==> src/rtl/aofq_ram.sv <==
// Generic single-write, single-read RAM with registered read data.
module aofq_ram #(
  parameter int WIDTH = 8,
  parameter int DEPTH = 16
) (
  input  logic                     clk,
  input  logic                     we,
  input  logic [$clog2(DEPTH)-1:0] waddr,
  input  logic [WIDTH-1:0]         wdata,
  input  logic [$clog2(DEPTH)-1:0] raddr,
  output logic [WIDTH-1:0]         rdata
);

  logic [WIDTH-1:0] mem [DEPTH];

  always_ff @(posedge clk) begin
    if (we) begin
      mem[waddr] <= wdata;
    end
    rdata <= mem[raddr];
  end

endmodule

==> config.mk <==
export PLATFORM = sky130hd
export DESIGN_NAME = aofq_ram
export DESIGN_NICKNAME = d
export VERILOG_FILES = /design/src/rtl/aofq_ram.sv
export SDC_FILE = /design/constraint.sdc
export NUM_CORES = 1
export LEC_CHECK = 0
export BUFFER_PORTS_ARGS = -buffer_cell sky130_fd_sc_hd__buf_4
export CORE_ASPECT_RATIO = 0.5
export CORE_MARGIN = 1
export CORE_UTILIZATION = 50
export DETAILED_ROUTE_END_ITERATION = 8
export PLACE_DENSITY = 0.67
export SLEW_MARGIN = 25
export SYNTH_ARGS = -nofsm -noshare
export SYNTH_HDL_FRONTEND = slang
export SYNTH_SLANG_ARGS = --single-unit
==> constraint.sdc <==
create_clock -name clk -period 3.8 [get_ports clk]
set_input_delay 0.57 -clock clk [delete_from_list [all_inputs] [get_ports clk]]
set_output_delay 0.57 -clock clk [all_outputs]
set_load 0.02 [all_outputs]
==> results.yml, run 1 <==
status:
  status: "finished, final reports clean"
finish:
  final-seq-area_mm2: 0.00400
  multi_input_area_mm2: 0.00107
  diodes: 0
  final_cell_mix: "edfxtp_1 (128), buf_4 (27), mux4_2 (18)"
  nFillCells: 648
  syn2layout_area_growth_pct: 18.5
  layout-drive-gt1-share_pct: 27.7
  fin_area_mm2: 0.00610
  final_common_cell: "edfxtp_1"
  fin_nets: 283
pwr:
  peakVddDrop_uv: 378
  seqPwrFrac_pct: 45.9
  p_leak_nw: 2.04
  swShare_pct: 19.2
  netSwitchingPower_uw: 708
  power_density_mw_per_mm2: 603
  p_clk_share_pct: 49.5
  p_comb_share_pct: 4.6
  intPower_mw: 2.97
  p_total_mw: 3.68
drt:
  drt_pre_antenna_iters: 7
  drtIter0Drc: 218
  viasPerCell: 5.85
  wirelength_um: 10100
  num_vias: 2416
  drc: 0
  ant_nets: 0
  post_drt_wl_per_cell_um: 24.4
clock_network:
  cts_resized: 0
  cts-buffers-inserted: 17
  cts_tree: "yes"
  h-tree-depth: 4
  clockBufferDepth: 2
  cts.clk_slew.worst_paths_ps: 60
  cts_hold_buf: 0
  cts.root.buffer_cell: "clkbuf_16"
  clk_latency_ps: 420
  cts_setup_buffers: 0
  cts.sinks: 136
worst_setup_path:
  cp_max_fo: 8
  critPathArrivalTime_ps: 1900
  start_kind: "input port"
  criticalPathCategory: "in2reg"
  cp-end-kind: "flip-flop"
  r2r_slack_ps: 2350
  cp.required_ps: 3840
sta:
  finalMaxSlewViolations: 0
  finalSetupViolCount: 0
  post-route-period-util_pct: 48.9
  max_slew.worst_pin.slew_ps: 934
  whs_ps: 462
  rsz0062_at_grt: "no"
  fmax_mhz: 538
  hold_viol: 0
  max_slew_margin_pct: 37.5
  fin_setup_tns_ps: 0
  finalClockSkew_ps: 10.4
  period_minus_slack_ps: 1860
  setup_ws_ps: 1940
floorplanning:
  fp.dieW_um: 145
  rows: 25
  io_pins: 26
  dieArea_mm2: 0.0107
  start_util_pct: 52.9
  die_h_um: 73.7
  core-area_mm2: 0.00973
synthesis:
  synth_warnings: 0
  netlist_area_mm2: 0.00515
  ys_types: 19
  synth_seq_cells: 136
  yosysSeqAreaShare_pct: 77.8
  syn-num-nets: 247
  synthCells: 229
  syn_avg_cell_area_um2: 22.5
place:
  post-place-ws_ps: 1460
  gp_congestion: 0.747
  dpl_cell_area_mm2: 0.00544
  io_buffers: 25
  post-dp-hpwl_um: 6170
hold_path:
  hold_path.class: "in2reg"
grt:
  grt_pass1_wl_um: 15200
  grt_usage_pct: 21.4
  grt_remaining_overflow: 0
  first_global_vias: 2454
  grt_antenna_before_repair: 0
  grt_max_degree: 33
run:
  drv_cap: 0
## path summary, 6_finish.rpt
kind,startpoint,end,cells past startpoint
max,waddr[2],mem[1][2],3
min,wdata[6],mem[3][6],1
max reg2reg,mem[1][5],rdata[5],3
min reg2reg,mem[7][1],rdata[1],3
## state kept, by name, indices dropped and copies added, names as in the netlist
signal,cells
mem,128
rdata,8
## worst max-delay path, cell delays in order
cell and delay, ps:
buf_4 120, or3b_2 510, nor2_1 700
## power by group through the flow
stage | clock network [mW] | logic [mW] | registers [mW]
detailed placement | 0 | 0.171 | 1.72
CTS | 1.83 | 0.171 | 1.69
floorplan | 0 | 0.0851 | 1.73
global route | 1.90 | 0.182 | 1.69
finish | 1.82 | 0.169 | 1.69
global placement | 0 | 0.167 | 1.72
## metrics by stage
stage          utilization, %  std cells
2_1_floorplan               -        229
3_3_place_gp             55.8        381
3_5_place_dp             55.9        381
4_1_cts                  62.7        413
5_1_grt                  62.7        413
6_report                 62.7        413
## Yosys cell counts (all sizes together)
cell type        n  area [µm²]
a22oi           16         120
and2             1        6.26
and2b            1        7.51
buf              7        56.3
clkdlybuf4s25    3        30.0
dfxtp            8         160
edfxtp         128        3840
mux4            32         773
nand2            9        33.8
nand2b           2        12.5
nand3            1        5.00
nand3b           2        15.0
nor2            13        48.8
nor2b            1        6.26
nor3             4        20.0
or3b             1        8.76
## routing by layer
metal	vias up	wire length [µm]	GRT usage [%]
li1	1050	-	-
met1	1246	4540	30.3
met2	103	4520	30.8
met3	17	820	7.27
met4	0	193	8.77
met5	-	0	0
## final cells by class
type | instances | area share (%)
Timing Repair Buffer | 27 | 3.32
Multi-Input combinational cell | 83 | 17.5
Sequential cell | 136 | 65.6
Tap cell | 135 | 2.77
Clock inverter | 13 | 3.71
Clock buffer | 19 | 7.09
## logic make-up after synthesis
group,Yosys count,synth area share (%)
simple gates,35,3.18
flops,136,77.8
compound gates,16,2.33
mux,32,15.0
buf+inv,10,1.68
Note: power is estimated with default switching activity, not from simulation.
==> inputs of run 2 (changes only) <==
- PLACE_DENSITY: 0.67 -> 0.7
- clock period: 3.8 -> 1.7 ns (I/O delays scaled with it)
==> run 2 against run 1 <==
Against the previous run:
- critical path depth stayed put
- register-to-register slack worse by 2100 ps
- sequential share of layout area is 1.0 points lower
- critical endpoint is now rdata[2]
- largest power group is now registers
==> results.yml, run 2 (synthesis gave the netlist of run 1 again) <==
status:
  status: "finished, final reports clean"
finish:
  instances_no_fill: 436
  reg.largest.list: "mem (128), rdata (8)"
  fin_area_mm2: 0.00620
  fin_util_pct: 63.7
  nFillCells: 635
  final_cell_mix: "edfxtp_1 (128), buf_4 (48), mux4_2 (18)"
  syn2layout_area_growth_pct: 20.4
  layout-drive-gt1-share_pct: 32.6
  diodes: 0
  largest_register_ffs: 128
  fin_nets: 306
  final_common_cell: "edfxtp_1"
  top_register: "mem"
floorplanning:
  fp.dieW_um: 145
  start_util_pct: 52.9
  core-area_mm2: 0.00973
  die_h_um: 73.7
  dieArea_mm2: 0.0107
  rows: 25
  io_pins: 26
sta:
  finalSetupViolCount: 0
  finalClockSkew_ps: 8.51
  max_slew.worst_pin.slew_ps: 888
  fmax_mhz: 682
  period_minus_slack_ps: 1470
  setup_ws_ps: 234
  finalMaxSlewViolations: 0
  post-route-period-util_pct: 86.2
  fin_setup_tns_ps: 0
  hold_viol: 0
  whs_ps: 146
  max_slew_margin_pct: 40.6
  rsz0062_at_grt: "no"
place:
  post-dp-hpwl_um: 6430
  place_inst: 404
  dpl_cell_area_mm2: 0.00564
  post-place-ws_ps: 8.08
  io_buffers: 25
  gp_congestion: 0.748
clock_network:
  cts_tree: "yes"
  cts_hold_buf: 0
  cts.clk_slew.worst_paths_ps: 50
  h-tree-depth: 4
  clockBufferDepth: 2
  cts_resized: 0
  cts-buffers-inserted: 17
  clk_latency_ps: 410
  cts.root.buffer_cell: "clkbuf_16"
  cts.sinks: 136
  cts_setup_buffers: 0
drt:
  top_layer: "met4"
  wl_met3_um: 876
  num_vias: 2538
  met2_length_um: 4500
  wl_met1_um: 4430
  wirelength_um: 9980
  drtIter0Drc: 183
  drc: 0
  ant_nets: 0
  drt_pre_antenna_iters: 4
  post_drt_wl_per_cell_um: 22.9
  viasPerCell: 5.82
run:
  drv_cap: 0
pwr:
  p_total_mw: 7.61
  p_leak_nw: 2.11
  power_density_mw_per_mm2: 1230
  peakVddDrop_uv: 873
worst_setup_path:
  critPathArrivalTime_ps: 1740
  start_kind: "flip-flop"
  cp_max_fo: 1
  cp.required_ps: 1980
  cp-end-kind: "flip-flop"
  criticalPathCategory: "reg2reg"
grt:
  grt_usage_pct: 20.7
  grt_remaining_overflow: 0
  grt_pass1_wl_um: 14800
  first_global_vias: 2492
  grt_max_degree: 19
  grt_antenna_before_repair: 0
hold_path:
  hold_path.class: "in2reg"
run 2: cell count changes in the layout (fill, tap and decap cells not counted), sizes merged:
| cell | previous run | this run |
|---|---|---|
| clkinv | 5 | 8 |
| buf | 27 | 50 |
| bufinv | 6 | 2 |
| clkinvlp | 2 | 5 |
| clkbuf | 19 | 17 |
run 2: area by class of cell:
class                           count  area, µm²  share of cell area [%]
Multi-Input combinational cell     83       1060                    17.1
Clock buffer                       17        425                    6.86
Timing Repair Buffer               50        400                    6.46
Clock inverter                     15        136                    2.20
Tap cell                          135        169                    2.73
Sequential cell                   136       4000                    64.6
run 2: metal layers:
layer	vias to the layer above	track usage, %
met4	0	9.71
met5	-	0
met3	17	7.89
li1	1090	-
met1	1319	28.1
met2	112	29.9
run 2: worst max-delay path, stage by stage, from the launching register on:
cell      delay (ps)
edfxtp_1         360
mux4_1           520
a22oi_1          340
nand2_1          110
run 2: worst paths after layout:
kind | from | slack (ps) | depth (start not counted) | end
setup / recovery | mem[9][2] | 230 | 3 | rdata[2]
hold / removal | wdata[2] | 150 | 1 | mem[12][2]
setup reg to reg | mem[9][2] | 230 | 3 | rdata[2]
hold reg to reg | mem[12][4] | 670 | 3 | rdata[4]
run 2: report_power, final:
part	internal, mW	switching (mW)	leakage [nW]
Sequential	3.75	0.0278	1.22
Combinational	0.185	0.225	0.630
Clock	2.12	1.30	0.261
Total	6.06	1.55	2.11
==> inputs of run 3 (changes only) <==
- BUFFER_PORTS_ARGS: -buffer_cell sky130_fd_sc_hd__buf_4 -> unset
- DONT_BUFFER_PORTS: unset -> 1
- PLACE_DENSITY: 0.7 -> 0.68
==> run 3 against run 2 <==
Against the previous run:
- largest cell class unchanged
- count of clock-buffer cells in the layout rose by 2
- routed wire length rose by 3.3%
- sequential cell count did not move
- clock skew barely moved
- total power rose by 3.4%
==> results.yml, run 3 (synthesis gave the netlist of run 1 again) <==
finish:
  final-seq-area_mm2: 0.00400
  layout-drive-gt1-share_pct: 23.9
  multi_input_area_mm2: 0.00106
  fin_area_mm2: 0.00606
  largest_register_ffs: 128
  final_common_cell: "edfxtp_1"
  top_register: "mem"
  diodes: 0
  fin_util_pct: 62.3
  fin_nets: 281
  nFillCells: 650
  reg.largest.list: "mem (128), rdata (8)"
  syn2layout_area_growth_pct: 17.8
  final_cell_mix: "edfxtp_1 (128), mux4_2 (18), clkbuf_16 (17), buf_4 (17), a22oi_1 (16)"
place:
  gp_congestion: 0.753
  post-dp-hpwl_um: 6350
  io_buffers: 0
  dpl_cell_area_mm2: 0.00536
drt:
  viasPerCell: 5.92
  drt_pre_antenna_iters: 5
  post_drt_wl_per_cell_um: 25.1
  ant_nets: 0
  drc: 0
  num_vias: 2433
  wirelength_um: 10300
  drtIter0Drc: 253
worst_setup_path:
  critPathArrivalTime_ps: 1750
  criticalPathCategory: "reg2reg"
  critPathSlowestCell: "mux4_1"
  critPathBufInv: 0
  cp_top_family: "multiplexers"
  crit_chain: "mux4_1 -> a22oi_1 -> nand2_1"
  r2r_slack_ps: 220
  cp.required_ps: 1970
  slowest_delay_ps: 500
  cp-end-kind: "flip-flop"
  cp_max_fo: 1
  start_kind: "flip-flop"
floorplanning:
  core-area_mm2: 0.00973
  rows: 25
  die_h_um: 73.7
  dieArea_mm2: 0.0107
  fp.dieW_um: 145
  io_pins: 26
  start_util_pct: 52.9
sta:
  post-route-period-util_pct: 87.1
  whs_ps: 163
  max_slew.worst_pin.slew_ps: 763
  hold_viol: 0
  finalMaxSlewViolations: 0
  max_slew_margin_pct: 49.0
  finalClockSkew_ps: 8.25
  fin_setup_tns_ps: 0
  fmax_mhz: 676
  period_minus_slack_ps: 1480
  finalSetupViolCount: 0
  rsz0062_at_grt: "no"
clock_network:
  clk_latency_ps: 410
  cts.root.buffer_cell: "clkbuf_16"
  h-tree-depth: 4
  cts_tree: "yes"
  cts_setup_buffers: 0
  cts.clk_slew.worst_paths_ps: 50
  cts.sinks: 136
  clockBufferDepth: 2
  cts-buffers-inserted: 17
hold_path:
  hold_path.class: "in2reg"
grt:
  grt_remaining_overflow: 0
  grt_usage_pct: 21.0
  first_global_vias: 2353
  grt_max_degree: 33
  grt_antenna_before_repair: 0
  grt_pass1_wl_um: 15200
status:
  status: "finished, final reports clean"
pwr:
  peakVddDrop_uv: 978
  p_leak_nw: 2.01
  power_density_mw_per_mm2: 1300
run:
  drv_cap: 0
-- run 3: final cells by class --
cell class | instances | area share [%]
flip-flops and latches | 136 | 66.0
multi-input cells | 83 | 17.5
clock buffers | 19 | 7.30
repair buffers | 25 | 3.43
clock inverters | 13 | 2.93
well taps | 135 | 2.79
-- run 3: what timing repair did --
item,4_1_cts,5_1_grt
resized for setup,0,0
hold buffers,8,0
endpoints found under the hold margin,128,0
-- run 3: through the flow --
step	instances	worst slack [ps]	total power, mW
after floorplan	229	179	4.05
after global placement	371	213	4.08
after detailed placement	371	228	4.09
after CTS	411	254	7.91
after global routing	411	207	8.08
final	411	220	7.87
-- run 3: path summary, 6_finish.rpt --
kind | startpoint | end | cells past startpoint
min reg2reg | mem[3][5] | rdata[5] | 3
max reg2reg | mem[9][1] | rdata[1] | 3
min | raddr[1] | rdata[5] | 3
max | mem[9][1] | rdata[1] | 3
-- run 3: where the power goes --
part	total (mW)	switching, mW	internal [mW]
Combinational	0.273	0.147	0.126
Clock	3.79	1.31	2.48
Sequential	3.81	0.0584	3.75
Total	7.87	1.51	6.36
-- run 3: layer usage --
metal | GRT usage [%] | share of wire [%]
met1 | 28.6 | 44
met2 | 33.9 | 49
met3 | 6.09 | 6.3
met4 | 5.96 | 0.53
met5 | 0 | 0
-- run 3: tightest hold or removal path, stage by stage --
cell and delay, ps:
mux4_1 130, a22oi_1 80, nand2_1 60
